[config.mk]
export PLATFORM = sky130hd
export DESIGN_NAME = miss_buffer_with_load_fill_queue
export DESIGN_NICKNAME = d
export VERILOG_FILES = /design/src/design/mbq_pkg.sv /design/src/design/mbq_lines.sv /design/src/design/miss_buffer_with_load_fill_queue.sv
export VERILOG_INCLUDE_DIRS = /design/src /design/src/design
export SDC_FILE = /design/constraint.sdc
export NUM_CORES = 2
export LEC_CHECK = 0
export ABC_CLOCK_PERIOD_IN_PS = 10400
export BUFFER_PORTS_ARGS = -buffer_cell sky130_fd_sc_hd__buf_2
export CAP_MARGIN = 30
export CORE_MARGIN = 2
export CORE_UTILIZATION = 30
export DETAILED_ROUTE_END_ITERATION = 6
export PLACE_DENSITY = 0.44
export REMOVE_ABC_BUFFERS = 1
export SYNTH_ARGS = -nofsm -noshare
export SYNTH_HDL_FRONTEND = slang
export SYNTH_SLANG_ARGS = --single-unit
[constraint.sdc]
create_clock -name clock -period 10.4 [get_ports clock]
set_input_delay 0 -clock clock [delete_from_list [all_inputs] [get_ports clock]]
set_output_delay 0 -clock clock [all_outputs]
set_load 0.02 [all_outputs]
[src/design/miss_buffer_with_load_fill_queue_assert.svh]
// assertion helpers for the miss buffer top module
`ifndef MISS_BUFFER_WITH_LOAD_FILL_QUEUE_ASSERT_SVH
`define MISS_BUFFER_WITH_LOAD_FILL_QUEUE_ASSERT_SVH

// condition holds at every edge out of reset
`define MBQ_ALWAYS(label, expr, msg) \
   label: assert property (@(posedge clock) disable iff (reset) (expr)) else $error(msg);

// consequent holds in the same cycle as the antecedent
`define MBQ_IMPLIES(label, ante, cons, msg) \
   label: assert property (@(posedge clock) disable iff (reset) (ante) |-> (cons)) \
      else $error(msg);

`endif

[src/design/mbq_pkg.sv]
`timescale 1ns / 1ps
package mbq_pkg;

   localparam int LOAD_SLOTS       = 16;
   localparam int MISS_ENTRIES     = 8;
   localparam int WAKEUPS_PER_TICK = 2;
   localparam int LINE_BYTES       = 64;

   localparam int ADDR_W  = 48;
   localparam int SLOT_W  = $clog2(LOAD_SLOTS);
   localparam int ENT_W   = (MISS_ENTRIES > 1) ? $clog2(MISS_ENTRIES) : 1;
   localparam int OFF_W   = $clog2(LINE_BYTES);
   localparam int LINE_W  = ADDR_W - OFF_W;
   localparam int WAKE_W  = $clog2(WAKEUPS_PER_TICK + 1);
   localparam int CNT_W   = 10;
   localparam int L2LAT_W = 8;

   // commands
   localparam logic [2:0] CMD_TICK      = 3'd0;
   localparam logic [2:0] CMD_LOAD_MISS = 3'd1;
   localparam logic [2:0] CMD_LINE_MISS = 3'd2;
   localparam logic [2:0] CMD_ANNUL     = 3'd3;
   localparam logic [2:0] CMD_FLUSH     = 3'd4;
   localparam logic [2:0] CMD_RESTART   = 3'd5;

   // result kinds
   localparam logic [1:0] KIND_STATUS = 2'd0;
   localparam logic [1:0] KIND_WAKE   = 2'd1;
   localparam logic [1:0] KIND_TO_L2  = 2'd2;
   localparam logic [1:0] KIND_TO_L1  = 2'd3;

   // load slot states
   localparam logic [1:0] SLOT_FREE  = 2'd0;
   localparam logic [1:0] SLOT_WAIT  = 2'd1;
   localparam logic [1:0] SLOT_READY = 2'd2;

   // line entry phases
   localparam logic [1:0] PH_IDLE  = 2'd0;
   localparam logic [1:0] PH_TO_L2 = 2'd1;
   localparam logic [1:0] PH_TO_L1 = 2'd2;

   // csr indexes
   localparam logic CSR_MEM_LAT = 1'b0;
   localparam logic CSR_L2_LAT  = 1'b1;

   localparam logic [CNT_W-1:0]   MEM_LAT_RESET = 10'd112;
   localparam logic [L2LAT_W-1:0] L2_LAT_RESET  = 8'd16;

   typedef struct packed {
      logic [1:0]        kind;
      logic              ok;
      logic [3:0]        slot;
      logic [ADDR_W-1:0] address;
      logic [15:0]       rob_tag;
      logic [7:0]        thread;
      logic              fill_data;
      logic              fill_instr;
   } result_type;

   typedef struct packed {
      logic                    alloc;
      logic [LINE_W-1:0]       line;
      logic                    hit;
      logic                    icache;
      logic [15:0]             rob;
      logic [7:0]              thread;
      logic                    flush;
      logic [MISS_ENTRIES-1:0] keep;
      logic                    scan;
      logic [ENT_W-1:0]        scan_idx;
      logic [CNT_W-1:0]        mem_lat;
      logic [L2LAT_W-1:0]      l2_lat;
   } lines_ctl_type;

   typedef struct packed {
      logic              alloc_ok;
      logic [ENT_W-1:0]  alloc_idx;
      logic              scan_l2;
      logic              scan_l1;
      logic [LINE_W-1:0] line;
      logic [15:0]       rob;
      logic [7:0]        thread;
      logic              dcache;
      logic              icache;
   } lines_sts_type;

endpackage

[src/design/mbq_lines.sv]
`timescale 1ns / 1ps
module mbq_lines (
   input  logic                  clock,
   input  logic                  reset,
   input  mbq_pkg::lines_ctl_type ctl,
   output mbq_pkg::lines_sts_type sts
);

   logic [mbq_pkg::MISS_ENTRIES-1:0] valid_ff;
   logic [1:0]                 phase_ff [mbq_pkg::MISS_ENTRIES];
   logic [mbq_pkg::CNT_W-1:0]  cnt_ff   [mbq_pkg::MISS_ENTRIES];
   logic [mbq_pkg::LINE_W-1:0] line_ff  [mbq_pkg::MISS_ENTRIES];
   logic [15:0]                rob_ff   [mbq_pkg::MISS_ENTRIES];
   logic [7:0]                 thr_ff   [mbq_pkg::MISS_ENTRIES];
   logic [mbq_pkg::MISS_ENTRIES-1:0] ic_ff;
   logic [mbq_pkg::MISS_ENTRIES-1:0] dc_ff;

   logic [mbq_pkg::MISS_ENTRIES-1:0] match;
   logic                       hit_found;
   logic                       free_found;
   logic [mbq_pkg::ENT_W-1:0]  hit_idx;
   logic [mbq_pkg::ENT_W-1:0]  free_idx;
   logic [mbq_pkg::ENT_W-1:0]  new_idx;
   logic [1:0]                 cur_phase;
   logic [mbq_pkg::CNT_W-1:0]  cnt_dec;
   logic                       live;
   logic                       zero;

   // parallel tag match, first match else first free entry
   always_comb begin
      hit_found  = 1'b0;
      free_found = 1'b0;
      hit_idx    = '0;
      free_idx   = '0;
      for (int i = mbq_pkg::MISS_ENTRIES - 1; i >= 0; i--) begin
         match[i] = valid_ff[i] && (line_ff[i] == ctl.line);
         if (match[i]) begin
            hit_found = 1'b1;
            hit_idx   = mbq_pkg::ENT_W'(i);
         end
         if (!valid_ff[i]) begin
            free_found = 1'b1;
            free_idx   = mbq_pkg::ENT_W'(i);
         end
      end
   end

   assign new_idx = hit_found ? hit_idx : free_idx;

   // shared countdown unit, one entry per cycle while ctl.scan is high
   assign cur_phase = phase_ff[ctl.scan_idx];
   assign cnt_dec   = cnt_ff[ctl.scan_idx] - mbq_pkg::CNT_W'(1);
   assign zero      = (cnt_dec == '0);
   assign live      = valid_ff[ctl.scan_idx] && (cur_phase != mbq_pkg::PH_IDLE);

   always_comb begin
      sts.alloc_ok  = hit_found || free_found;
      sts.alloc_idx = new_idx;
      sts.scan_l2   = ctl.scan && live && zero && (cur_phase == mbq_pkg::PH_TO_L2);
      sts.scan_l1   = ctl.scan && live && zero && (cur_phase == mbq_pkg::PH_TO_L1);
      sts.line      = line_ff[ctl.scan_idx];
      sts.rob       = rob_ff[ctl.scan_idx];
      sts.thread    = thr_ff[ctl.scan_idx];
      sts.dcache    = dc_ff[ctl.scan_idx];
      sts.icache    = ic_ff[ctl.scan_idx];
   end

   always_ff @(posedge clock) begin
      if (reset) begin
         valid_ff <= '0;
         for (int i = 0; i < mbq_pkg::MISS_ENTRIES; i++) begin
            phase_ff[i] <= mbq_pkg::PH_IDLE;
            cnt_ff[i]   <= '0;
         end
      end else begin
         if (ctl.alloc && !hit_found && free_found) begin
            valid_ff[new_idx] <= 1'b1;
            if (ctl.hit) begin
               phase_ff[new_idx] <= mbq_pkg::PH_TO_L1;
               cnt_ff[new_idx]   <= mbq_pkg::CNT_W'(ctl.l2_lat);
            end else begin
               phase_ff[new_idx] <= mbq_pkg::PH_TO_L2;
               cnt_ff[new_idx]   <= ctl.mem_lat;
            end
         end
         if (ctl.flush) begin
            for (int j = 0; j < mbq_pkg::MISS_ENTRIES; j++) begin
               if (valid_ff[j] && !ctl.keep[j] && (thr_ff[j] == ctl.thread)) begin
                  valid_ff[j] <= 1'b0;
                  phase_ff[j] <= mbq_pkg::PH_IDLE;
                  cnt_ff[j]   <= '0;
               end
            end
         end
         if (ctl.scan && live) begin
            cnt_ff[ctl.scan_idx] <= cnt_dec;
            if (zero) begin
               if (cur_phase == mbq_pkg::PH_TO_L2) begin
                  phase_ff[ctl.scan_idx] <= mbq_pkg::PH_TO_L1;
                  cnt_ff[ctl.scan_idx]   <= mbq_pkg::CNT_W'(ctl.l2_lat);
               end else begin
                  valid_ff[ctl.scan_idx] <= 1'b0;
                  phase_ff[ctl.scan_idx] <= mbq_pkg::PH_IDLE;
                  cnt_ff[ctl.scan_idx]   <= '0;
               end
            end
         end
      end
   end

   // owner and tag fields
   always_ff @(posedge clock) begin
      if (ctl.alloc && sts.alloc_ok) begin
         if (hit_found) begin
            if (ctl.icache) begin
               ic_ff[new_idx] <= 1'b1;
            end else begin
               dc_ff[new_idx] <= 1'b1;
            end
         end else begin
            line_ff[new_idx] <= ctl.line;
            rob_ff[new_idx]  <= ctl.rob;
            thr_ff[new_idx]  <= ctl.thread;
            ic_ff[new_idx]   <= ctl.icache;
            dc_ff[new_idx]   <= !ctl.icache;
         end
      end
   end

endmodule

[src/design/miss_buffer_with_load_fill_queue.sv]
`timescale 1ns / 1ps
// miss status tracker: line entries with merge and countdown, plus a load fill queue
// req channel: one command beat (tick, load miss, line miss, annul, flush, restart);
//    req_stall is high while a command is being worked on
// rsp channel: every command yields a status beat; a tick then adds up to
//    WAKEUPS_PER_TICK load wakeups (lowest slot first) and L2/L1 delivery beats in
//    entry order; rsp_last marks the final beat of the command
// csr channel: memory_latency (index 0) and l2_latency (index 1), always ready;
//    write only while the block is idle
// sequence: a non-tick command passes the execute and done states, its status beat
//    goes out, and the next command is taken after it; a tick walks the ready slots one per
//    cycle and then the line entries one per cycle through a single shared countdown
//    unit, each walk holding while rsp_stall keeps the output register full
// each beat is held until the next beat or the end of the command, so the last flag is known before it goes out
// rsp_stall: the sequencer freezes until the output register drains
// reset: all load slots free, no line entries, latencies back to 112 and 16
module miss_buffer_with_load_fill_queue (
   input  logic        clock,
   input  logic        reset,
   input  logic        req_valid,
   output logic        req_stall,
   input  logic [2:0]  req_command,
   input  logic [47:0] req_address,
   input  logic        req_hit_in_l2,
   input  logic        req_is_icache,
   input  logic [15:0] req_rob_tag,
   input  logic [7:0]  req_thread_id,
   input  logic [3:0]  req_load_slot,
   output logic        rsp_valid,
   input  logic        rsp_stall,
   output logic [1:0]  rsp_kind,
   output logic        rsp_ok,
   output logic [3:0]  rsp_slot,
   output logic [47:0] rsp_out_address,
   output logic [15:0] rsp_out_rob_tag,
   output logic [7:0]  rsp_out_thread,
   output logic        rsp_fill_data,
   output logic        rsp_fill_instr,
   output logic        rsp_last,
   input  logic        csr_valid,
   output logic        csr_ready,
   input  logic        csr_index,
   input  logic [9:0]  csr_data
);

`include "miss_buffer_with_load_fill_queue_assert.svh"

   localparam int LS = mbq_pkg::LOAD_SLOTS;
   localparam int ME = mbq_pkg::MISS_ENTRIES;

   // sequencer states
   localparam logic [2:0] ST_IDLE = 3'd0;
   localparam logic [2:0] ST_EXEC = 3'd1;
   localparam logic [2:0] ST_WAKE = 3'd2;
   localparam logic [2:0] ST_SCAN = 3'd3;
   localparam logic [2:0] ST_DONE = 3'd4;

   logic [2:0] state_ff;
   logic [2:0] state_in;

   // latched command beat
   logic [2:0]  cmd_ff;
   logic [47:0] addr_ff;
   logic        hit_ff;
   logic        ic_ff;
   logic [15:0] rob_ff;
   logic [7:0]  thr_ff;
   logic [3:0]  lslot_ff;

   logic [mbq_pkg::CNT_W-1:0]   mem_lat_ff;
   logic [mbq_pkg::L2LAT_W-1:0] l2_lat_ff;

   // load slot table
   logic [1:0]                slot_state_ff [LS];
   logic [LS-1:0]             linked_ff;
   logic [mbq_pkg::ENT_W-1:0] slot_entry_ff [LS];
   logic [47:0]               slot_addr_ff  [LS];
   logic [15:0]               slot_rob_ff   [LS];
   logic [7:0]                slot_thr_ff   [LS];

   // result staging
   mbq_pkg::result_type hold_ff;
   logic                hold_valid_ff;
   mbq_pkg::result_type rsp_ff;
   logic                rsp_valid_ff;
   logic                rsp_last_ff;

   logic [mbq_pkg::WAKE_W-1:0] wake_cnt_ff;
   logic [mbq_pkg::ENT_W-1:0]  scan_idx_ff;

   logic                      accept;
   logic                      out_free;
   logic                      step;
   logic [LS-1:0]             busy_vec;
   logic [LS-1:0]             gone_vec;
   logic [LS-1:0]             l1_vec;
   logic                      slot_found;
   logic [mbq_pkg::SLOT_W-1:0] free_idx;
   logic                      ready_any;
   logic [mbq_pkg::SLOT_W-1:0] ready_idx;
   logic                      wake_go;
   logic                      load_ok;
   logic [ME-1:0]             keep;
   logic                      new_valid;
   mbq_pkg::result_type       new_res;
   logic                      push;
   logic                      in_exec;

   mbq_pkg::lines_ctl_type lines_ctl;
   mbq_pkg::lines_sts_type lines_sts;

   assign accept    = req_valid && (state_ff == ST_IDLE);
   assign req_stall = (state_ff != ST_IDLE);
   assign csr_ready = 1'b1;
   assign out_free  = !rsp_valid_ff || !rsp_stall;
   assign step      = out_free && (state_ff != ST_IDLE);
   assign in_exec   = step && (state_ff == ST_EXEC);

   // per-slot status, lowest free and lowest ready slot
   always_comb begin
      slot_found = 1'b0;
      free_idx   = '0;
      ready_any  = 1'b0;
      ready_idx  = '0;
      for (int s = LS - 1; s >= 0; s--) begin
         busy_vec[s] = (slot_state_ff[s] != mbq_pkg::SLOT_FREE);
         gone_vec[s] = busy_vec[s] && (slot_thr_ff[s] == thr_ff);
         l1_vec[s]   = lines_sts.scan_l1 && linked_ff[s] && (slot_entry_ff[s] == scan_idx_ff);
         if (!busy_vec[s]) begin
            slot_found = 1'b1;
            free_idx   = mbq_pkg::SLOT_W'(s);
         end
         if (slot_state_ff[s] == mbq_pkg::SLOT_READY) begin
            ready_any = 1'b1;
            ready_idx = mbq_pkg::SLOT_W'(s);
         end
      end
   end

   // entries that still have waiters once a flush has dropped its slots
   always_comb begin
      for (int j = 0; j < ME; j++) begin
         keep[j] = 1'b0;
         for (int s = 0; s < LS; s++) begin
            if (linked_ff[s] && !gone_vec[s] && (slot_entry_ff[s] == mbq_pkg::ENT_W'(j))) begin
               keep[j] = 1'b1;
            end
         end
      end
   end

   assign load_ok = slot_found && lines_sts.alloc_ok;
   assign wake_go = ready_any && (wake_cnt_ff < mbq_pkg::WAKE_W'(mbq_pkg::WAKEUPS_PER_TICK));

   always_comb begin
      lines_ctl.alloc    = in_exec && ((cmd_ff == mbq_pkg::CMD_LINE_MISS) ||
                                       ((cmd_ff == mbq_pkg::CMD_LOAD_MISS) && slot_found));
      lines_ctl.line     = addr_ff[47:mbq_pkg::OFF_W];
      lines_ctl.hit      = hit_ff;
      lines_ctl.icache   = (cmd_ff == mbq_pkg::CMD_LINE_MISS) && ic_ff;
      lines_ctl.rob      = rob_ff;
      lines_ctl.thread   = thr_ff;
      lines_ctl.flush    = in_exec && (cmd_ff == mbq_pkg::CMD_FLUSH);
      lines_ctl.keep     = keep;
      lines_ctl.scan     = step && (state_ff == ST_SCAN);
      lines_ctl.scan_idx = scan_idx_ff;
      lines_ctl.mem_lat  = mem_lat_ff;
      lines_ctl.l2_lat   = l2_lat_ff;
   end

   mbq_lines u_lines (
      .clock (clock),
      .reset (reset),
      .ctl   (lines_ctl),
      .sts   (lines_sts)
   );

   // result produced by the current step
   always_comb begin
      new_valid = 1'b0;
      new_res   = '0;
      case (state_ff)
         ST_EXEC: begin
            new_valid    = 1'b1;
            new_res.kind = mbq_pkg::KIND_STATUS;
            new_res.ok   = 1'b1;
            case (cmd_ff)
               mbq_pkg::CMD_LOAD_MISS: begin
                  new_res.ok   = load_ok;
                  new_res.slot = load_ok ? 4'(free_idx) : 4'd0;
               end
               mbq_pkg::CMD_LINE_MISS: begin
                  new_res.ok   = lines_sts.alloc_ok;
                  new_res.slot = lines_sts.alloc_ok ? 4'(lines_sts.alloc_idx) : 4'd0;
               end
               default: begin
                  new_res.ok = 1'b1;
               end
            endcase
         end
         ST_WAKE: begin
            if (wake_go) begin
               new_valid       = 1'b1;
               new_res.kind    = mbq_pkg::KIND_WAKE;
               new_res.ok      = 1'b1;
               new_res.slot    = 4'(ready_idx);
               new_res.address = slot_addr_ff[ready_idx];
               new_res.rob_tag = slot_rob_ff[ready_idx];
               new_res.thread  = slot_thr_ff[ready_idx];
            end
         end
         ST_SCAN: begin
            if (lines_sts.scan_l2 || lines_sts.scan_l1) begin
               new_valid          = 1'b1;
               new_res.kind       = lines_sts.scan_l1 ? mbq_pkg::KIND_TO_L1 : mbq_pkg::KIND_TO_L2;
               new_res.ok         = 1'b1;
               new_res.slot       = 4'(scan_idx_ff);
               new_res.address    = {lines_sts.line, {mbq_pkg::OFF_W{1'b0}}};
               new_res.rob_tag    = lines_sts.rob;
               new_res.thread     = lines_sts.thread;
               new_res.fill_data  = lines_sts.scan_l1 && lines_sts.dcache;
               new_res.fill_instr = lines_sts.scan_l1 && lines_sts.icache;
            end
         end
         default: begin
            new_valid = 1'b0;
         end
      endcase
   end

   // held beat leaves when a newer one arrives or the command ends
   assign push = step && hold_valid_ff && (new_valid || (state_ff == ST_DONE));

   // sequencer
   always_comb begin
      state_in = state_ff;
      case (state_ff)
         ST_IDLE: begin
            if (accept) begin
               state_in = ST_EXEC;
            end
         end
         ST_EXEC: begin
            if (step) begin
               state_in = (cmd_ff == mbq_pkg::CMD_TICK) ? ST_WAKE : ST_DONE;
            end
         end
         ST_WAKE: begin
            if (step && !wake_go) begin
               state_in = ST_SCAN;
            end
         end
         ST_SCAN: begin
            if (step && (scan_idx_ff == mbq_pkg::ENT_W'(ME - 1))) begin
               state_in = ST_DONE;
            end
         end
         ST_DONE: begin
            if (step) begin
               state_in = ST_IDLE;
            end
         end
         default: begin
            state_in = ST_IDLE;
         end
      endcase
   end

   always_ff @(posedge clock) begin
      if (reset) begin
         state_ff      <= ST_IDLE;
         hold_valid_ff <= 1'b0;
         rsp_valid_ff  <= 1'b0;
         wake_cnt_ff   <= '0;
         scan_idx_ff   <= '0;
         mem_lat_ff    <= mbq_pkg::MEM_LAT_RESET;
         l2_lat_ff     <= mbq_pkg::L2_LAT_RESET;
      end else begin
         state_ff <= state_in;
         if (csr_valid) begin
            if (csr_index == mbq_pkg::CSR_MEM_LAT) begin
               mem_lat_ff <= csr_data;
            end else begin
               l2_lat_ff <= csr_data[mbq_pkg::L2LAT_W-1:0];
            end
         end
         if (out_free) begin
            rsp_valid_ff <= push;
         end
         if (step) begin
            if (new_valid) begin
               hold_valid_ff <= 1'b1;
            end else if (state_ff == ST_DONE) begin
               hold_valid_ff <= 1'b0;
            end
         end
         if (in_exec) begin
            wake_cnt_ff <= '0;
            scan_idx_ff <= '0;
         end
         if (step && (state_ff == ST_WAKE) && wake_go) begin
            wake_cnt_ff <= wake_cnt_ff + mbq_pkg::WAKE_W'(1);
         end
         if (step && (state_ff == ST_SCAN) && (scan_idx_ff != mbq_pkg::ENT_W'(ME - 1))) begin
            scan_idx_ff <= scan_idx_ff + mbq_pkg::ENT_W'(1);
         end
      end
   end

   // payload staging
   always_ff @(posedge clock) begin
      if (accept) begin
         cmd_ff   <= req_command;
         addr_ff  <= req_address;
         hit_ff   <= req_hit_in_l2;
         ic_ff    <= req_is_icache;
         rob_ff   <= req_rob_tag;
         thr_ff   <= req_thread_id;
         lslot_ff <= req_load_slot;
      end
      if (step && new_valid) begin
         hold_ff <= new_res;
      end
      if (push) begin
         rsp_ff      <= hold_ff;
         rsp_last_ff <= (state_ff == ST_DONE);
      end
   end

   // load slot state and links
   always_ff @(posedge clock) begin
      if (reset) begin
         linked_ff <= '0;
         for (int s = 0; s < LS; s++) begin
            slot_state_ff[s] <= mbq_pkg::SLOT_FREE;
         end
      end else if (step) begin
         for (int s = 0; s < LS; s++) begin
            case (state_ff)
               ST_EXEC: begin
                  case (cmd_ff)
                     mbq_pkg::CMD_LOAD_MISS: begin
                        if (load_ok && (free_idx == mbq_pkg::SLOT_W'(s))) begin
                           slot_state_ff[s] <= mbq_pkg::SLOT_WAIT;
                           linked_ff[s]     <= 1'b1;
                        end
                     end
                     mbq_pkg::CMD_ANNUL: begin
                        if (int'(lslot_ff) == s) begin
                           slot_state_ff[s] <= mbq_pkg::SLOT_FREE;
                           linked_ff[s]     <= 1'b0;
                        end
                     end
                     mbq_pkg::CMD_FLUSH: begin
                        if (gone_vec[s]) begin
                           slot_state_ff[s] <= mbq_pkg::SLOT_FREE;
                           linked_ff[s]     <= 1'b0;
                        end
                     end
                     mbq_pkg::CMD_RESTART: begin
                        slot_state_ff[s] <= mbq_pkg::SLOT_FREE;
                        linked_ff[s]     <= 1'b0;
                     end
                     default: begin
                        linked_ff[s] <= linked_ff[s];
                     end
                  endcase
               end
               ST_WAKE: begin
                  if (wake_go && (ready_idx == mbq_pkg::SLOT_W'(s))) begin
                     slot_state_ff[s] <= mbq_pkg::SLOT_FREE;
                  end
               end
               ST_SCAN: begin
                  // line reached L1: its waiters leave the entry, and become ready if it fills the data cache
                  if (l1_vec[s]) begin
                     linked_ff[s] <= 1'b0;
                     if (lines_sts.dcache && (slot_state_ff[s] == mbq_pkg::SLOT_WAIT)) begin
                        slot_state_ff[s] <= mbq_pkg::SLOT_READY;
                     end
                  end
               end
               default: begin
                  linked_ff[s] <= linked_ff[s];
               end
            endcase
         end
      end
   end

   // load slot payload
   always_ff @(posedge clock) begin
      if (in_exec && (cmd_ff == mbq_pkg::CMD_LOAD_MISS) && load_ok) begin
         slot_addr_ff[free_idx]  <= addr_ff;
         slot_rob_ff[free_idx]   <= rob_ff;
         slot_thr_ff[free_idx]   <= thr_ff;
         slot_entry_ff[free_idx] <= lines_sts.alloc_idx;
      end
   end

   assign rsp_valid       = rsp_valid_ff;
   assign rsp_kind        = rsp_ff.kind;
   assign rsp_ok          = rsp_ff.ok;
   assign rsp_slot        = rsp_ff.slot;
   assign rsp_out_address = rsp_ff.address;
   assign rsp_out_rob_tag = rsp_ff.rob_tag;
   assign rsp_out_thread  = rsp_ff.thread;
   assign rsp_fill_data   = rsp_ff.fill_data;
   assign rsp_fill_instr  = rsp_ff.fill_instr;
   assign rsp_last        = rsp_last_ff;

   `MBQ_ALWAYS(a_linked_busy, (linked_ff & ~busy_vec) == '0, "free load slot still linked")
   `MBQ_ALWAYS(a_wake_bound, wake_cnt_ff <= mbq_pkg::WAKE_W'(mbq_pkg::WAKEUPS_PER_TICK), "too many wakeups")
   `MBQ_IMPLIES(a_accept_clean, accept, !hold_valid_ff, "command accepted with a beat held")

endmodule
### After elaboration in Yosys (flattened, before gate mapping)

Memories as Yosys holds them, arrays and structs flattened. A register that Yosys moved wholly into a read port is not among the register bits.
Index checks and enable logic that the tools add are counted.

* $add $sub $neg: 3
* magnitude comparators: 5
* eq/ne operators: 322
* multiplexer cells: 1044
* bitwise operators: 123
* reductions and logical operators: 401

Operators with widths (number)
* two-way mux 1 bit: 791
* == test 42 bit: 8
* logical AND 1 bit: 296
* two-way mux 2 bit: 110
* == test 3 bit (second input constant): 68
* == test 8 bit: 24
* case mux 72 bit (2 select lines): 1
* two-way mux 4 bit: 33
* two-way mux 10 bit: 13
* two-way mux 3 bit: 40
* bitwise OR 1 bit: 117
* AND reduction 7 bit: 16
* == test 3 x 2 -> 1 bit (second input constant): 36
* != test 3 bit (second input constant): 33
* == test 4 bit (second input constant): 24
* two-way mux 81 bit: 1
* two-way mux 8 bit: 10
* two-way mux 78 bit: 1
* case mux 1 bit (4 select lines): 16
* == test 3 x 1 -> 1 bit (second input constant): 18
* logical NOT 3 bit: 18
* == test 3 bit: 16
* == test 4 x 3 -> 1 bit (second input constant): 12
* != test 3 x 2 -> 1 bit (second input constant): 16
* other kinds (35): 180

* bits in registers: 312
* bits in writable memories: 1856
* memories: 10

Memory list
* slot_addr_ff: depth 16, bits a word 48, rd ports 1, clocked after Yosys merged registers in 0, write ports 1, line miss_buffer_with_load_fill_queue.sv:77 `logic [47:0] slot_addr_ff [LS];`
* u_lines.line_ff: depth 8, bits a word 42, rd ports 9, clocked after Yosys merged registers in 1, write ports 1, line mbq_lines.sv:12 `logic [mbq_pkg::LINE_W-1:0] line_ff [mbq_pkg::MISS_ENTRIES];`
* slot_rob_ff: depth 16, bits a word 16, rd ports 1, clocked after Yosys merged registers in 0, write ports 1, line miss_buffer_with_load_fill_queue.sv:78 `logic [15:0] slot_rob_ff [LS];`
* slot_thr_ff: depth 16, bits a word 8, rd ports 17, clocked after Yosys merged registers in 0, write ports 1, line miss_buffer_with_load_fill_queue.sv:79 `logic [7:0] slot_thr_ff [LS];`
* u_lines.rob_ff: depth 8, bits a word 16, rd ports 1, clocked after Yosys merged registers in 1, write ports 1, line mbq_lines.sv:13 `logic [15:0] rob_ff [mbq_pkg::MISS_ENTRIES];`
* u_lines.cnt_ff: depth 8, bits a word 10, rd ports 1, clocked after Yosys merged registers in 1, write ports 8, line mbq_lines.sv:11 `logic [mbq_pkg::CNT_W-1:0] cnt_ff [mbq_pkg::MISS_ENTRIES];`
* 4 more memories

### Longest topological paths before layout

An unclocked memory read counts as a cell.

* depth after elaboration: 32
* mapped depth: 14
* gate-level depth less buffers: 11

### Hierarchy

A second synthesis with hierarchy kept.

* cells, all modules: 6410
* area, all modules: 92267.2 µm²

Modules (own cells, without submodules)
* miss_buffer_with_load_fill_queue: instances 1, cells each 4032, area each 60883.4 µm², sequential area each 45203.4 µm²
* mbq_lines: instances 1, cells each 2378, area each 31383.8 µm², sequential area each 19298.5 µm²

### Worst setup path before layout

OpenSTA, ideal clock, no wires.

* path type: flip-flop to flip-flop
* start point: reg addr_ff[33]
* end point: mem u_lines.line_ff[1][0] in the netlist's numbering (enable)
* library setup time: 0.573 ns
* arrival: 7.339 ns
* setup slack: 2.487 ns
* stages on the path, launching flop included: 10
* buffers on the path: 1
* period minus slack after synthesis: 7.913 ns
* cells stage by stage: edfxtp_1 -> buf_2 -> xnor2_1 -> nand4_1 -> nor4_1 -> and4_1 -> and4b_1 -> o21ai_1 -> clkinv_1 -> nor3_1

RTL lines
* start, declared: line miss_buffer_with_load_fill_queue.sv:63 `logic [47:0] addr_ff;`
* start signal, assigned: line miss_buffer_with_load_fill_queue.sv:314 `addr_ff <= req_address;`
* end, declared: line mbq_lines.sv:12

### Final worst setup path

* start point: reg addr_ff[6]
* end point: mem slot_addr_ff[8][19] (enable)

* word-level cells in the longest chain between the ends: 15
* elaborated cells between the ends (all ways): 29
* those cells by class: eq/ne (8); mux (10); reduce/logical (11)

Ends and longest elaborated chain
* == test 42 bit: line mbq_lines.sv:36 `match[i] = valid_ff[i] && (line_ff[i] == ctl.line);`
* logical AND 1 bit: line mbq_lines.sv:36
* two-way mux 1 bit (7 in a row): line mbq_lines.sv:37 `if (match[i]) begin`
* two-way mux 1 bit (*): line mbq_lines.sv:37
* logical OR 1 bit (*): line mbq_lines.sv:57 `sts.alloc_ok = hit_found || free_found;`
* logical AND 1 bit (*): line miss_buffer_with_load_fill_queue.sv:152 `assign load_ok = slot_found && lines_sts.alloc_ok;`
* logical AND 1 bit (*): line miss_buffer_with_load_fill_queue.sv:393 `if (in_exec && (cmd_ff == mbq_pkg::CMD_LOAD_MISS) && load_ok) begin`
* two-way mux 1 bit (*): line miss_buffer_with_load_fill_queue.sv:393
* two-way mux 1 bit (not written as such) (*): line miss_buffer_with_load_fill_queue.sv:394 `slot_addr_ff[free_idx] <= addr_ff;`
* end, declared: line miss_buffer_with_load_fill_queue.sv:77

Every way passes the cells marked *; elsewhere a longest branch is shown, timed or not.

==> results_dict.tcl <==
set metrics [dict create \
    yosys.cell_types.count 89 \
    endpoint_kind "flop" \
    worst_slack_ns 3.39 \
    core_um2 309000 \
    cp.required_ns 10.92 \
    cts_root_buf "clkbuf_16" \
    syn_area_um2 93200 \
    drc 0 \
    path_clk_slew_ns 0.06 \
    antenna_found_initial 18 \
    grt_pass1_vias 60700 \
    path_class "flop to flop" \
    synth_area_per_cell_um2 15.1 \
    power.density_nw_per_um2 186 \
    grt_overflow 0 \
    grt_max_degree 76 \
    preCtsSetupSlack_ns 3.59 \
    syn_to_final_growth_pct 18.3 \
    hold_end "l2_lat_ff[4]$_SDFFE_PP1P_" \
    synth_edf_count 2116 \
    min_period_ns 7.01 \
    ant_nets 0 \
    crit_path_start_kind "flop" \
    hold_class "input pin to flop" \
    worst_hold_slack_ns 0.0948 \
    peakVddDrop_mv 0.167 \
    synth.yosys.seq_area_share_pct 69.4 \
    worst_pin_slew_ns 1.15 \
    cts_tree "done" \
    cts.htree.levels 4 \
    finalPower_mw 20.5 \
    reg2reg_depth 13 \
    die_w_um 561 \
    status "finished clean" \
    finalCritPeriodShare_pct 67.4 \
    die_area_um2 315000 \
    layout_common_cells "2116 x edfxtp_1, 447 x xnor2_1, 268 x o22ai_1" \
    rsz0062_at_grt "no" \
    clock-sinks 2171 \
    routabilityCongestion 0.942 \
    synth_area_leader_cell "edfxtp_1" \
    fin_nets 6780 \
    hold_viol_final 0 \
    cts_resized 0 \
    wl_mm 376 \
    async_flop_share_pct 0 \
    final_common_cell "edfxtp_1" \
    grt_use_total_pct 23.3 \
    final_area_um2 110000 \
    maxSlewHeadroom_pct 22.5 \
    avgViaCountPerCell 5.56 \
    grt_pass1_wl_mm 515 \
    io_buffers 180 \
    p_leak_nw 33.6 \
    synth_area_leaders "edfxtp_1 68%, xnor2_1 4.2%, mux4_2 3.8%" \
    wl_per_cell_um 34.1 \
    drt_iter0_drc 6544 \
    r2r_slack_ns 3.39 \
    numCtsBuffers 245 \
    drive_gt1_share_pct 17.0 \
    cp.arrival_ns 7.52 \
    synthCells 6174 \
    synth_seq_cells 2171 \
    holdPathStages 4 \
    max-clock-path-buffers 4 \
    slew_violations 0 \
    synth_warnings 0 \
    drv_cap 0 \
    initial_core_util_pct 30.2 \
    insertion_delay_ns 0.96 \
    die-height_um 561 \
    fp-row-count 204 \
    synth.top_cell.area_share_pct 68.2 \
    setup_violations 0 \
    min_from "csr_valid" \
    place_area_um2 100000 \
    first_pass_iters 5 \
    cts_setup_buffers 0 \
    r2r-end "slot_addr_ff[8][19]$_DFFE_PP_" \
    ios 182 \
    max_clock_freq_mhz 143 \
    hpwlAfterDp_mm 246 \
    fin_worst_skew_ns 0.0989 \
    cp_max_fo 33 \
    r2r_start "addr_ff[6]$_DFFE_PP_" \
    ys.flop_type "edfxtp_1" \
    num_vias 61200 \
]
==> sequential cells by signal, summed over array words and instances (netlist names), 32 cells and up, named ones only <==
name             cells
slot_rob_ff        256
u_lines.rob_ff     128
rsp_out_address     48
hold_ff             81
slot_entry_ff       48
slot_thr_ff        128
u_lines.line_ff    336
u_lines.thr_ff      64
u_lines.cnt_ff      80
slot_addr_ff       768
slot_state_ff       32
addr_ff             48
==> critical path: stages (launching register included) <==
cell,delay [ns]
edfxtp_1,0.35
buf_4,0.29
xnor2_1,0.78
nand3_1,0.15
nor4_1,0.55
buf_2,0.31
nand4_1,0.37
nand4bb_1,0.72
nor3b_2,0.12
buf_4,0.26
nor3_1,0.57
nand2_1,0.49
nor2_4,0.73
buf_4,0.65
==> report_power, final <==
| group | total, mW | switching [mW] | internal (mW) |
|---|---|---|---|
| sequential | 10.0 | 0.136 | 9.89 |
| combinational | 1.98 | 1.43 | 0.550 |
| clock | 8.50 | 3.72 | 4.78 |
| total | 20.5 | 5.28 | 15.2 |
==> cells by family (layout without fill, tap and decap cells) <==
| logic type | Yosys count | in the layout | share of synthesized area (%) |
|---|---|---|---|
| DFF | 2171 | 2171 | 69.4 |
| and+or+nand+nor | 1458 | 1458 | 8.38 |
| AOI/OAI and AO/OA | 1240 | 1240 | 9.75 |
| xor gates and xnor gates | 564 | 564 | 5.30 |
| buffers and inverters | 459 | 1165 | 1.95 |
| muxes | 277 | 277 | 5.17 |
| adders and majority gates | 4 | 4 | 0.0537 |
| other | 1 | 8 | 0.00403 |
==> how the worst max path moves through the flow <==
stage / from / slack, ns / to
2_1_floorplan: flop / -1.21 / rsp_fill_data$_DFFE_PP_
3_3_place_gp: addr_ff[6]$_DFFE_PP_ / 3.19 / slot_addr_ff[6][28]$_DFFE_PP_
3_5_place_dp: addr_ff[6]$_DFFE_PP_ / 3.59 / slot_addr_ff[8][38]$_DFFE_PP_
4_1_cts: addr_ff[6]$_DFFE_PP_ / 3.56 / slot_rob_ff[8][15]$_DFFE_PP_
5_1_grt: addr_ff[47]$_DFFE_PP_ / 3.31 / slot_addr_ff[8][19]$_DFFE_PP_
6_report: addr_ff[6]$_DFFE_PP_ / 3.39 / slot_addr_ff[8][19]$_DFFE_PP_
==> area by class of cell <==
type / count / area (um2)
clock buffers: 313 / 6540
diodes: 7 / 17.5
inverters: 67 / 256
fillers: 29700 / 199000
flip-flops and latches: 2171 / 64700
multi-input cells: 3544 / 27200
well taps: 4120 / 5150
repair buffers: 650 / 5250
clock inverters: 135 / 1180
==> synth_stat cells (27+ instances only) <==
cell	number
a21oi_1	149
mux2i_1	59
clkbuf_1	271
mux4_2	157
a2111oi_0	39
nor2b_1	36
nand4_1	185
buf_2	50
nand2_1	225
xnor2_1	447
nor4_1	107
edfxtp_1	2116
o2bb2ai_1	27
o22a_1	41
a22o_1	28
mux2_2	58
nand2b_1	97
o221a_2	48
nand3_1	119
nor2_1	235
dfxtp_1	55
o21ai_0	107
or3_1	55
xor2_1	117
nor3_1	215
nand3b_1	28
o211ai_1	33
a22oi_1	33
o22ai_1	268
o221ai_1	131
a21o_1	46
o31ai_1	51
nor3b_1	34
inv_1	64
buf_1	65
==> per-layer routing <==
metal / track usage [%] / wire length, um / part of all wire, % / vias to the layer above
li1: - / - / - / 25900
met1: 33.5 / 171000 / 45 / 32500
met2: 37.3 / 174000 / 46 / 2311
met3: 2.92 / 21900 / 5.8 / 417
met4: 5.46 / 8720 / 2.3 / 2
met5: 0 / 7 / 0.0019 / -
==> metrics by stage <==
stage	TNS [ns]	util, %	cells
detailed placement	0	32.5	10300
global placement	0	32.4	10300
CTS	0	35.7	11000
floorplan	-173.35	-	5782
finish	0	35.7	11000
global route	0	35.7	11000
==> what timing repair did <==
item                       CTS  global route
hold endpoints to repair   136             0
hold buffers               211             0
setup endpoints to repair    0             0
Note: power is estimated with default switching activity, not from simulation.
